$ cat src/rtl/assert_macros.svh
// ----------------------------------------------------------------------------
// Assertion macros
// Shared concurrent assertion helpers; they compile to nothing when SYNTH is set.
// ----------------------------------------------------------------------------
`ifndef ASSERT_MACROS_SVH
`define ASSERT_MACROS_SVH

`ifndef SYNTH

// Property that must hold on every clock edge out of reset
`define ASSERT_ALWAYS(label, clk, rst_n, prop, msg) \
  label: assert property (@(posedge clk) disable iff (!(rst_n)) (prop)) else $error(msg);

// Same-cycle implication
`define ASSERT_IMPLY(label, clk, rst_n, ante, cons, msg) \
  label: assert property (@(posedge clk) disable iff (!(rst_n)) (ante) |-> (cons)) \
    else $error(msg);

`else

`define ASSERT_ALWAYS(label, clk, rst_n, prop, msg)
`define ASSERT_IMPLY(label, clk, rst_n, ante, cons, msg)

`endif

`endif

$ cat src/rtl/tskl_pkg.sv
// ----------------------------------------------------------------------------
// tskl_pkg
// Types, constants and the tanh table of the soft-knee limiter.
// ----------------------------------------------------------------------------
package tskl_pkg;

  // Item widths
  localparam int SAMPLE_W = 16;
  localparam int CEIL_W   = 15;

  // Knee = 0.85 in Q0.15
  localparam logic [CEIL_W-1:0] KNEE_Q15 = 15'd27853;

  // tanh table geometry; the ratio is Q2.16 and stays below 4.0
  localparam int TANH_DEPTH = 256;
  localparam int TANH_IDX_W = $clog2(TANH_DEPTH);
  localparam int RATIO_W    = 18;
  localparam int FRAC_W     = 16;
  localparam int FRAC_PAD   = FRAC_W - (RATIO_W - TANH_IDX_W);

  // Shared multiply-add unit
  localparam int MUL_W = 17;
  localparam int ACC_W = 2 * MUL_W;

  localparam logic [MUL_W-1:0] TANH_ONE = 17'd32768;

  // Configuration port
  localparam int ADDR_W = 3;
  localparam int DATA_W = 32;
  localparam logic REG_IDX_CEILING = 1'b0;
  localparam logic REG_IDX_ENABLE  = 1'b1;

  typedef struct packed {
    logic signed [SAMPLE_W-1:0] sample_in;
    logic                       block_last;
  } in_item_t;

  typedef struct packed {
    logic signed [SAMPLE_W-1:0] sample_out;
    logic [SAMPLE_W-1:0]        peak_level;
    logic                       block_end;
  } out_item_t;

  typedef logic [TANH_DEPTH-1:0][15:0] tanh_rom_t;

  localparam logic [63:0] ONE_Q30 = 64'd1 << 30;

  // Entry k = round(32768 * tanh(4k/DEPTH)), built in Q30 as (1-e)/(1+e)
  // with e = exp(-8k/DEPTH): a 4th-order series squared eight times.
  // Evaluated at elaboration only.
  function automatic tanh_rom_t build_tanh_rom();
    tanh_rom_t   rom;
    logic [63:0] u;
    logic [63:0] t2;
    logic [63:0] t3;
    logic [63:0] t4;
    logic [63:0] e;
    logic [63:0] den;
    logic [63:0] num;
    logic [63:0] rem;
    logic [63:0] quo;
    rom = '0;
    for (int k = 0; k < TANH_DEPTH; k++) begin
      u  = (64'(k) << 25) / TANH_DEPTH;
      t2 = (u * u) >> 30;
      t3 = (t2 * u) >> 30;
      t4 = (t3 * u) >> 30;
      e  = ONE_Q30 - u + t2 / 2 - t3 / 6 + t4 / 24;
      for (int i = 0; i < 8; i++) begin
        e = (e * e) >> 30;
      end
      den = ONE_Q30 + e;
      num = ((ONE_Q30 - e) << 15) + (den >> 1);
      // rounded quotient by long division
      rem = '0;
      quo = '0;
      for (int b = 47; b >= 0; b--) begin
        rem = {rem[62:0], num[b]};
        if (rem >= den) begin
          rem    = rem - den;
          quo[b] = 1'b1;
        end
      end
      if (quo > 64'd65535) begin
        quo = 64'd65535;
      end
      rom[k] = quo[15:0];
    end
    return rom;
  endfunction

  localparam tanh_rom_t TANH_ROM = build_tanh_rom();

endpackage

$ cat src/rtl/tanh_soft_knee_limiter.sv
// ----------------------------------------------------------------------------
// tanh_soft_knee_limiter
// Soft-knee audio limiter: magnitudes above 0.85 x ceiling are shaped by an
// interpolated tanh into the remaining headroom; tracks the per-block peak.
// ----------------------------------------------------------------------------
//  channel   direction  handshake                 payload
//  in        sink       in_valid_i / in_stall_o   in_data_i  (sample_in, block_last)
//  out       source     out_valid_o / out_stall_i out_data_o (sample_out, peak_level,
//                                                             block_end)
//  cfg       APB slave  psel/penable/pwrite/pready paddr, pwdata, prdata
//
//  A limited item runs the knee and compare steps, the restoring divide of excess
//  by headroom, table read, interpolation and scaling; one at or below the knee
//  skips to the final step, a saturated one to scaling, one with limiting off
//  straight to the final step. The next item is taken the cycle after the output
//  register is loaded. One multiply-add unit serves the knee, the interpolation and
//  the scaling. in_stall_o is high while an item is in work; a held output stalls
//  only the final step. Reset: ceiling 32767, limiting on, block peak cleared.
// ----------------------------------------------------------------------------
`include "assert_macros.svh"

module tanh_soft_knee_limiter (
  input  logic                                 clk_i,
  input  logic                                 rst_ni,
  // input channel
  input  logic                                 in_valid_i,
  output logic                                 in_stall_o,
  input  tskl_pkg::in_item_t                   in_data_i,
  // output channel
  output logic                                 out_valid_o,
  input  logic                                 out_stall_i,
  output tskl_pkg::out_item_t                  out_data_o,
  // configuration
  input  logic                                 psel,
  input  logic                                 penable,
  input  logic                                 pwrite,
  input  logic [tskl_pkg::ADDR_W-1:0]          paddr,
  input  logic [tskl_pkg::DATA_W-1:0]          pwdata,
  output logic [tskl_pkg::DATA_W-1:0]          prdata,
  output logic                                 pready
);

  import tskl_pkg::*;

  typedef enum logic [9:0] {
    ST_IDLE = 10'b00_0000_0001,
    ST_KNEE = 10'b00_0000_0010,
    ST_CMP  = 10'b00_0000_0100,
    ST_SEL  = 10'b00_0000_1000,
    ST_DIV  = 10'b00_0001_0000,
    ST_ROM  = 10'b00_0010_0000,
    ST_MUL1 = 10'b00_0100_0000,
    ST_MUL2 = 10'b00_1000_0000,
    ST_SHP  = 10'b01_0000_0000,
    ST_FIN  = 10'b10_0000_0000
  } state_e;

  state_e state_q, state_d;

  // configuration registers
  logic [CEIL_W-1:0] ceiling_q;
  logic              enable_q;
  logic              cfg_wr;

  // item registers
  logic [SAMPLE_W-1:0] raw_q, raw_d;
  logic [SAMPLE_W-1:0] ax_q, ax_d;
  logic [SAMPLE_W-1:0] peak_q, peak_d;
  logic [SAMPLE_W-1:0] item_peak_q, item_peak_d;
  logic                last_q, last_d;
  logic                pass_q, pass_d;
  logic [SAMPLE_W-1:0] knee_q, knee_d;
  logic [SAMPLE_W-1:0] head_q, head_d;
  logic [SAMPLE_W-1:0] ex_q, ex_d;

  // divider
  logic [SAMPLE_W-1:0] rem_q, rem_d;
  logic [RATIO_W-1:0]  nsh_q, nsh_d;
  logic [RATIO_W-1:0]  quo_q, quo_d;
  logic [4:0]          cnt_q, cnt_d;

  // interpolation and shared multiply-add
  logic [MUL_W-1:0] lo_q, lo_d;
  logic [MUL_W-1:0] hi_q, hi_d;
  logic [ACC_W-1:0] acc_q, acc_d;
  logic [MUL_W-1:0] mul_a, mul_b;
  logic [ACC_W-1:0] mul_c, mul_res;

  // output register
  logic      out_valid_q, out_valid_d;
  out_item_t out_data_q, out_data_d;

  // combinational helpers
  logic                  in_fire;
  logic [SAMPLE_W-1:0]   ax_in;
  logic [SAMPLE_W-1:0]   peak_new;
  logic [SAMPLE_W-1:0]   knee_c;
  logic [SAMPLE_W-1:0]   div_trial;
  logic                  div_ge;
  logic [TANH_IDX_W-1:0] idx;
  logic [TANH_IDX_W-1:0] idx_nxt;
  logic [FRAC_W-1:0]     frac;
  logic [SAMPLE_W-1:0]   shaped;
  logic [SAMPLE_W-1:0]   result;

  // --------------------------------------------------------------------------
  // Configuration port
  // --------------------------------------------------------------------------
  assign pready = 1'b1;
  assign cfg_wr = psel & penable & pwrite & pready;

  always_ff @(posedge clk_i or negedge rst_ni) begin
    if (!rst_ni) begin
      ceiling_q <= '1;
      enable_q  <= 1'b1;
    end else if (cfg_wr) begin
      unique case (paddr[2])
        REG_IDX_CEILING: ceiling_q <= pwdata[CEIL_W-1:0];
        REG_IDX_ENABLE:  enable_q  <= pwdata[0];
        default: ;
      endcase
    end
  end

  always_comb begin
    unique case (paddr[2])
      REG_IDX_CEILING: prdata = DATA_W'(ceiling_q);
      REG_IDX_ENABLE:  prdata = DATA_W'(enable_q);
      default:         prdata = '0;
    endcase
  end

  // --------------------------------------------------------------------------
  // Input side
  // --------------------------------------------------------------------------
  assign in_stall_o = (state_q != ST_IDLE);
  assign in_fire    = in_valid_i & ~in_stall_o;

  // magnitude; the most negative sample gives 32768
  assign ax_in    = in_data_i.sample_in[SAMPLE_W-1] ? (~in_data_i.sample_in + 1'b1)
                                                    : in_data_i.sample_in;
  assign peak_new = (ax_in > peak_q) ? ax_in : peak_q;

  // --------------------------------------------------------------------------
  // Shared multiply-add unit
  // --------------------------------------------------------------------------
  assign mul_res = ACC_W'(mul_a) * ACC_W'(mul_b) + mul_c;

  always_comb begin
    mul_a = '0;
    mul_b = '0;
    mul_c = '0;
    case (state_q)
      ST_KNEE: begin
        mul_a = MUL_W'(ceiling_q);
        mul_b = MUL_W'(KNEE_Q15);
        mul_c = ACC_W'(16384);
      end
      ST_MUL1: begin
        mul_a = lo_q;
        mul_b = (MUL_W'(1) << FRAC_W) - MUL_W'(frac);
        mul_c = ACC_W'(32768);
      end
      ST_MUL2: begin
        mul_a = hi_q;
        mul_b = MUL_W'(frac);
        mul_c = acc_q;
      end
      ST_SHP: begin
        mul_a = MUL_W'(head_q);
        mul_b = acc_q[FRAC_W +: MUL_W];
        mul_c = ACC_W'(16384);
      end
      default: ;
    endcase
  end

  // --------------------------------------------------------------------------
  // Datapath helpers
  // --------------------------------------------------------------------------
  assign knee_c = SAMPLE_W'(acc_q >> 15);

  // one restoring divide step
  assign div_trial = {rem_q[SAMPLE_W-2:0], nsh_q[RATIO_W-1]};
  assign div_ge    = (div_trial >= head_q);

  // table position from the Q2.16 ratio
  assign idx     = quo_q[RATIO_W-1 -: TANH_IDX_W];
  assign idx_nxt = idx + 1'b1;
  assign frac    = {quo_q[RATIO_W-TANH_IDX_W-1:0], FRAC_PAD'(0)};

  assign shaped = knee_q + SAMPLE_W'(acc_q >> 15);
  assign result = pass_q ? raw_q
                : (raw_q[SAMPLE_W-1] ? (~shaped + 1'b1) : shaped);

  // --------------------------------------------------------------------------
  // Sequencer
  // --------------------------------------------------------------------------
  always_comb begin
    state_d     = state_q;
    raw_d       = raw_q;
    ax_d        = ax_q;
    peak_d      = peak_q;
    item_peak_d = item_peak_q;
    last_d      = last_q;
    pass_d      = pass_q;
    knee_d      = knee_q;
    head_d      = head_q;
    ex_d        = ex_q;
    rem_d       = rem_q;
    nsh_d       = nsh_q;
    quo_d       = quo_q;
    cnt_d       = cnt_q;
    lo_d        = lo_q;
    hi_d        = hi_q;
    acc_d       = acc_q;
    out_valid_d = out_valid_q & out_stall_i;
    out_data_d  = out_data_q;

    unique case (state_q)
      ST_IDLE: begin
        if (in_fire) begin
          raw_d  = in_data_i.sample_in;
          ax_d   = ax_in;
          last_d = in_data_i.block_last;
          pass_d = 1'b1;
          // peak is reported with the last item and restarts after it
          if (in_data_i.block_last) begin
            item_peak_d = peak_new;
            peak_d      = '0;
          end else begin
            item_peak_d = '0;
            peak_d      = peak_new;
          end
          state_d = enable_q ? ST_KNEE : ST_FIN;
        end
      end
      ST_KNEE: begin
        acc_d   = mul_res;
        state_d = ST_CMP;
      end
      ST_CMP: begin
        knee_d  = knee_c;
        head_d  = SAMPLE_W'(ceiling_q) - knee_c;
        ex_d    = ax_q - knee_c;
        pass_d  = (ax_q <= knee_c);
        state_d = ST_SEL;
      end
      ST_SEL: begin
        if (pass_q) begin
          state_d = ST_FIN;
        end else if ((SAMPLE_W + 2)'(ex_q) >= {head_q, 2'b00}) begin
          // ratio at or past 4.0, or no headroom: tanh is one
          acc_d   = ACC_W'(TANH_ONE) << FRAC_W;
          state_d = ST_SHP;
        end else begin
          rem_d   = ex_q >> 2;
          nsh_d   = {ex_q[1:0], (RATIO_W - 2)'(0)};
          quo_d   = '0;
          cnt_d   = '0;
          state_d = ST_DIV;
        end
      end
      ST_DIV: begin
        rem_d = div_ge ? (div_trial - head_q) : div_trial;
        quo_d = {quo_q[RATIO_W-2:0], div_ge};
        nsh_d = nsh_q << 1;
        cnt_d = cnt_q + 1'b1;
        if (cnt_q == 5'(RATIO_W - 1)) begin
          state_d = ST_ROM;
        end
      end
      ST_ROM: begin
        lo_d = MUL_W'(TANH_ROM[idx]);
        hi_d = (idx == TANH_IDX_W'(TANH_DEPTH - 1)) ? TANH_ONE
                                                     : MUL_W'(TANH_ROM[idx_nxt]);
        state_d = ST_MUL1;
      end
      ST_MUL1: begin
        acc_d   = mul_res;
        state_d = ST_MUL2;
      end
      ST_MUL2: begin
        acc_d   = mul_res;
        state_d = ST_SHP;
      end
      ST_SHP: begin
        acc_d   = mul_res;
        state_d = ST_FIN;
      end
      ST_FIN: begin
        // wait here while the previous item is still held downstream
        if (!out_valid_q || !out_stall_i) begin
          out_valid_d           = 1'b1;
          out_data_d.sample_out = result;
          out_data_d.peak_level = item_peak_q;
          out_data_d.block_end  = last_q;
          state_d               = ST_IDLE;
        end
      end
      default: state_d = ST_IDLE;
    endcase
  end

  // control state
  always_ff @(posedge clk_i or negedge rst_ni) begin
    if (!rst_ni) begin
      state_q     <= ST_IDLE;
      peak_q      <= '0;
      out_valid_q <= 1'b0;
    end else begin
      state_q     <= state_d;
      peak_q      <= peak_d;
      out_valid_q <= out_valid_d;
    end
  end

  // payload
  always_ff @(posedge clk_i) begin
    raw_q       <= raw_d;
    ax_q        <= ax_d;
    item_peak_q <= item_peak_d;
    last_q      <= last_d;
    pass_q      <= pass_d;
    knee_q      <= knee_d;
    head_q      <= head_d;
    ex_q        <= ex_d;
    rem_q       <= rem_d;
    nsh_q       <= nsh_d;
    quo_q       <= quo_d;
    cnt_q       <= cnt_d;
    lo_q        <= lo_d;
    hi_q        <= hi_d;
    acc_q       <= acc_d;
    out_data_q  <= out_data_d;
  end

  assign out_valid_o = out_valid_q;
  assign out_data_o  = out_data_q;

  // --------------------------------------------------------------------------
  // Assertions
  // --------------------------------------------------------------------------
  `ASSERT_IMPLY(a_div_rem_below_head, clk_i, rst_ni, state_q == ST_DIV, rem_q < head_q, "divide remainder not below headroom")
  `ASSERT_IMPLY(a_shaped_within_ceiling, clk_i, rst_ni, (state_q == ST_FIN) && !pass_q, shaped <= SAMPLE_W'(ceiling_q), "shaped magnitude above ceiling")
  `ASSERT_ALWAYS(a_out_loaded_from_fin, clk_i, rst_ni, $rose(out_valid_q) |-> $past(state_q == ST_FIN), "output valid raised outside final step")

endmodule
$ cat config.mk
export PLATFORM = sky130hd
export DESIGN_NAME = tanh_soft_knee_limiter
export DESIGN_NICKNAME = d
export VERILOG_FILES = /design/src/rtl/tskl_pkg.sv /design/src/rtl/tanh_soft_knee_limiter.sv
export VERILOG_INCLUDE_DIRS = /design/src /design/src/rtl
export SDC_FILE = /design/constraint.sdc
export NUM_CORES = 2
export LEC_CHECK = 0
export BUFFER_PORTS_ARGS = -buffer_cell sky130_fd_sc_hd__buf_2
export CAP_MARGIN = 40
export CORE_ASPECT_RATIO = 2
export CORE_MARGIN = 5
export CORE_UTILIZATION = 45
export CTS_CLUSTER_SIZE = 10
export DETAILED_ROUTE_END_ITERATION = 12
export PLACE_DENSITY = 0.68
export SLEW_MARGIN = 25
export SYNTH_ARGS = -nofsm -noshare
export SYNTH_HDL_FRONTEND = slang
export SYNTH_SLANG_ARGS = --single-unit
$ cat constraint.sdc
create_clock -name clk_i -period 10.3 [get_ports clk_i]
set_input_delay 2.06 -clock clk_i [delete_from_list [all_inputs] [get_ports clk_i]]
set_output_delay 2.06 -clock clk_i [all_outputs]
set_load 0.005 [all_outputs]
; ---- After elaboration in Yosys (flattened, before gate mapping)
; Memories as Yosys holds them, arrays and structs flattened. A register that Yosys moved wholly into a read port is not among the register bits.
; Cells that the tools add are included.
[word_totals]
reg_bits = 265
latchBits = 0
ramBits = 0
romBits = 8192
inputBits = 59
output_inout_bits = 68
wordCells = 118
mem_count = 2
[memory_table]
columns = name, depth, word_bits, read_ports, rd_ports_with_merged_regs, write_ports, line_no
row1 = (name not given), 256, 16, 1, 1, 0, tanh_soft_knee_limiter.sv:276  ; : MUL_W'(TANH_ROM[idx_nxt]);
row2 = (name not given), 256, 16, 1, 1, 0, tanh_soft_knee_limiter.sv:274  ; lo_d = MUL_W'(TANH_ROM[idx]);
[classes]
add_sub_neg = 10
n_mul = 1
div_mod_pow = 0
order_cmp = 4
eq_ne = 19
shifts = 0
muxes = 36
bitwise_logic = 8
reduce_logical = 16
[ops]
columns = operator, n
row1 = 17-bit one-hot mux with 4 select lines, 2
row2 = 34-bit one-hot mux with 3 select lines, 1
row3 = 10-bit one-hot mux with 10 select lines, 1
row4 = 16-bit 2-to-1 mux, 5
row5 = 18-bit 2-to-1 mux, 4
row6 = 18-bit one-hot mux with 2 select lines, 2
row7 = 34-bit 2-to-1 mux, 2
row8 = 34-bit one-hot mux with 2 select lines, 1
row9 = 32-bit one-hot mux with 2 select lines, 1
row10 = 10-bit 2-to-1 mux, 5
row11 = 15-bit 2-to-1 mux, 3
row12 = 34-bit adder, 1
row13 = 17-bit by 17-bit multiplier with 34-bit output, 1
row14 = 16-bit by 1-bit adder with 16-bit output (second input constant), 2
row15 = 16-bit NOT, 2
row16 = 15-bit one-hot mux with 2 select lines, 1
row17 = 16-bit by 18-bit greater-or-equal comparator with 1-bit output, 1
row18 = 17-bit by 16-bit subtractor with 17-bit output (first input constant), 1
row19 = 16-bit adder, 1
row20 = 16-bit greater-or-equal comparator, 1
row21 = 16-bit > comparator, 1
row22 = 16-bit less-or-equal comparator, 1
row23 = 15-bit by 16-bit subtractor with 16-bit output, 1
row24 = 16-bit subtractor, 1
row25 = other kinds (31), 52

; ---- Depth between registers and ports, before layout
[logic_depth]
word_depth = 6
ltp_mapped = 32
ltp_nobuf = 29

; ---- Least setup slack after synthesis
; OpenSTA, ideal clock, no wires.
[synth_timing]
kind = register to register
from = register state_q[8]
to = register acc_q[32], data pin
setup_time_ps = 257
arrival_time_ps = 7275
required_ps = 10043
slack_ps = 2768
path_stages_with_launch = 33
path_buffers = 4
period_less_slack_ps = 7532
cell_sequence = dfrtp_1 nor4_1 nand2_1 or3_1 nor3b_2 buf_2 buf_2 a21oi_1 o211ai_1 buf_2 nand2_1 fa_1 inv_1 fa_1 inv_1 fa_1 inv_1 fa_1 fa_1 inv_1 fa_1 inv_1 ha_1 clkbuf_1 a21o_1 a21o_1 a21o_1 a21o_1 a21o_1 a221o_1 a21oi_1 xnor2_1 nor2_1
[synth_between]
elab_chain_len = 5
elab_cells_between_ends = 13
classes_between = add/sub: 1 / mul: 1 / eq/ne: 5 / mux: 4 / reduce/logical: 2
[synth_rtl]
columns = item, line_no
row1 = "start, declared", tanh_soft_knee_limiter.sv:58  ; state_e state_q, state_d;
row2 = "start signal, assigned", tanh_soft_knee_limiter.sv:312  ; state_q <= state_d;
row3 = 10-bit by 9-bit equality test with 1-bit output (tied with other cells), "tanh_soft_knee_limiter.sv:153, tanh_soft_knee_limiter.sv:220"
row4 = 17-bit one-hot mux with 4 select lines or 2-bit OR reduction (tied branches), --
row5 = 17-bit by 17-bit multiplier with 34-bit output or 34-bit one-hot mux with 3 select lines (tied branches), "tanh_soft_knee_limiter.sv:147, tanh_soft_knee_limiter.sv:153"
row6 = 34-bit adder, tanh_soft_knee_limiter.sv:147  ; assign mul_res = ACC_W'(mul_a) * ACC_W'(mul_b) + mul_c;
row7 = 34-bit one-hot mux with 2 select lines *, tanh_soft_knee_limiter.sv:220  ; unique case (state_q)
row8 = "end signal, assigned", tanh_soft_knee_limiter.sv:334  ; acc_q <= acc_d;
row9 = "end, declared", tanh_soft_knee_limiter.sv:85  ; logic [ACC_W-1:0] acc_q, acc_d;
; Every way passes the cells marked *; elsewhere a longest branch is shown, timed or not.
; A chain may end at the register's enable or synchronous reset.

; ---- Final worst setup path
[layout_timing]
from = register state_q[1]
to = register acc_q[29], data pin
; Same word-level chain as after synthesis.

==> flow_summary.ini <==
[cts]
path_clk_slew_ps = 50
cts_root_buffer = clkbuf_16
cts_htree_levels = 2
cts_setup_buffers = 0
cts_tree = done
clk_path_buf_depth = 3
cts_hold_repair.buffers = 0
cts_made_buffers = 36
cts_resized = 0
cts.sink_count = 277
worst_skew_pair.late_latency_ps = 570

[global_routing]
grt_start_max_net_pins = 85
global_route_usage_over_all_layers = 0.3207
first_global_vias = 30300
grt_remaining_overflow = 0
grt_pass1_wl_um = 187100
number_of_antenna_violations_at_the_first_check_in_global_routing = 4

[worst_setup_path]
crit_fanout = 26
critical_path.startpoint_type = register
timing.critical_path.required_ps = 10580
setup.worst_path.class = reg -> reg
max_stage_delay_ps = 580
slowest_stage = fa_1
critPathMostFrequentCell = fa_1
arrival_ps = 9160
worst_setup_path_end_kind = register
r2r_cells = 29

[placed_design]
detailedPlace.worstSlack_ps = 1363
gp_congestion = 1.055
io_buffers = 89
place_hpwl_um = 95120
postPlaceCellArea_um2 = 33640

[route]
via_count = 30090
postRouteWirelength_um = 126200
ant_nets_after_route = 0
avgViaCountPerCell = 6.374
drt-wirelength-per-cell_um = 26.73
drt_iter0_drc = 2867
drt_pass1_iterations = 9
drc_errors = 0

[synthesis]
xor_xnor_cell_area_share_of_the_yosys_netlist = 0.03122
mappedNetlistArea_um2 = 32220
largest_family_of_logic_cells_by_synthesized_area = adder cells
postSynthRegisterBits = 277
yosys_warnings = 0
post_synth_and_or_nand_nor_area_fraction = 0.1681
ys_dominant_reg_cell = edfxtp_1
avgSynthCellArea_um2 = 8.480
synth_compound_gate_area_share = 0.2044
synth_most_common_cell = nand2_1
yosys.cell_types.count = 99
synthDominantCellAreaShare = 0.2181
synth-edff-count = 234
synth_sequential_area_ratio = 0.2522
cell_types_occupying_the_most_area_after_synthesis = edfxtp_1 22%, fa_1 15%, ha_1 9.2%
muxShareOfSynthArea = 0.01522
synthesis.instances = 3799
synthAdderAreaFrac = 0.2445
share_of_flip_flops_with_an_asynchronous_set_or_reset_after_synthesis = 0.1552
yosys-top-cells-count = 431 x nand2_1, 417 x inv_1, 400 x nor2_1, 246 x fa_1
synth_top_cell_by_area = edfxtp_1

[sta]
clock_skew_ps = 35.79
maxClockFrequency_mhz = 112.7
finalWorstSetupSlack_ps = 1425
least_margin_pin_slew_ps = 1003
max_transition_viols_final = 0
hold_violations = 0
final_period_minus_worst_setup_slack_ps = 8875
slew-limit-headroom = 0.3269
fin_setup_tns_ps = 0
post-route-period-util = 0.8617
rsz0062_at_grt = no
number_of_failing_setup_endpoints_in_the_final_timing_report = 0

[run]
cap_viol_max_count = 0

[cells_and_area]
layout-drive-gt1-share = 0.08900
area.growth.synth_to_final_pct = 8.249
num-nets-final = 4326
layout.cell_area.non_filler_um2 = 34870
utilization_after_layout = 0.4914

[floorplan]
initial_utilization = 0.4540
fp.dieArea_um2 = 77370
fp.dieW_um = 199.2
design.portCount = 127
core_region_um2 = 70970
rows = 138
die_outline_height_um = 388.4

[hold_path]
worstHoldPathType = reg -> reg
min_path_cells = 0

[pwr]
total_leakage_power_nw = 14.94
design_power_total_w = 0.004017
power-per-cell-area_nw_per_um2 = 115.2
max-vdd-ir-drop_mv = 0.2272

[status]
outcome = completed
==> stage by stage <==
step	cells	hold slack, ps
after global routing	4719	423.6
after floorplan	3815	400.3
final	4721	417.8
after global placement	4638	403.8
after detailed placement	4649	408.8
after CTS	4711	420.6
==> layout make-up <==
class,count,area [µm²]
Fill cell,6813,36090
Multi-Input combinational cell,2855,21580
Sequential cell,277,8124
Inverter,422,1584
Timing Repair Buffer,193,1287
Tap cell,910,1139
Clock buffer,54,988.4
Clock inverter,8,171.4
Antenna cell,2,5.005
==> kinds of logic after synthesis <==
logic type | Yosys count
and+or+nand+nor | 1209
AOI/OAI and AO/OA | 994
buffers and inverters | 683
adders and majority gates | 482
DFF | 277
xor gates and xnor gates | 114
muxes | 38
other | 2
==> flip-flops by register name, summed over array words and instances, names as in the netlist, 5 cells and up <==
signal       count
state_q         10
cnt_q            5
lo_q            15
out_data_o      33
ax_q            15
peak_q          16
raw_q           16
ex_q            16
acc_q           33
ceiling_q       15
quo_q           18
item_peak_q     16
rem_q           15
hi_q            16
head_q          16
knee_q          16
==> path summary, 6_finish.rpt <==
kind,startpoint,end,slack [ps]
min in group asynchronous,rst_ni,peak_q[13]$_DFFE_PN0P_,1610
max in group asynchronous,rst_ni,state_q[7]$_DFFE_PN0P_,8180
worst max-delay path,state_q[1]$_DFFE_PN0P_,acc_q[29]$_SDFFCE_PP0P_,1420
worst max register to register,state_q[1]$_DFFE_PN0P_,acc_q[29]$_SDFFCE_PP0P_,1420
worst min-delay path,item_peak_q[15]$_SDFFCE_PN0P_,out_data_o[16]$_DFFE_PP_,420
worst min register to register,item_peak_q[15]$_SDFFCE_PN0P_,out_data_o[16]$_DFFE_PP_,420
==> critical path: cells and delay by family, from the launching register on <==
kind	cells	cell delay, ps
flip-flops	1	440
AO/OA/AOI/OAI	9	2170
XOR/XNOR	1	160
buffers and inverters	6	950
AND/OR/NAND/NOR	6	1520
adder cells (fa/ha/maj)	7	3350
==> layout by cell type, fill, tap and decap left out, drive strengths merged, types with 18 or more instances in the layout <==
cell type,count
or3,23
a21o,45
mux2,18
nand2b,41
edfxtp,234
a22oi,36
xnor2,80
o31ai,26
nand2,431
buf,191
conb,18
a22o,21
fa,246
o21ai,236
ha,236
nor2,401
and2,43
nor2b,33
nor3,82
a21oi,237
o311ai,28
a31oi,36
a211oi,67
a221oi,26
clkbuf,56
xor2,34
a311oi,39
inv,420
dfrtp,26
nand3,65
o211ai,50
==> metal layers <==
layer  GRT usage  up-vias  part of all wire
li1            -    13200                 -
met1      0.3247    14520              0.31
met2      0.5576     1662              0.50
met3     0.04568      707             0.066
met4      0.2911        4              0.12
met5           0        -           0.00015
==> power by group <==
group	switching (W)	internal (W)
sequential	0.000118	0.00145
clock	0.000514	0.000725
combinational	0.000758	0.000448
total	0.00139	0.00263
No activity file was read; power rests on OpenSTA's default activity.
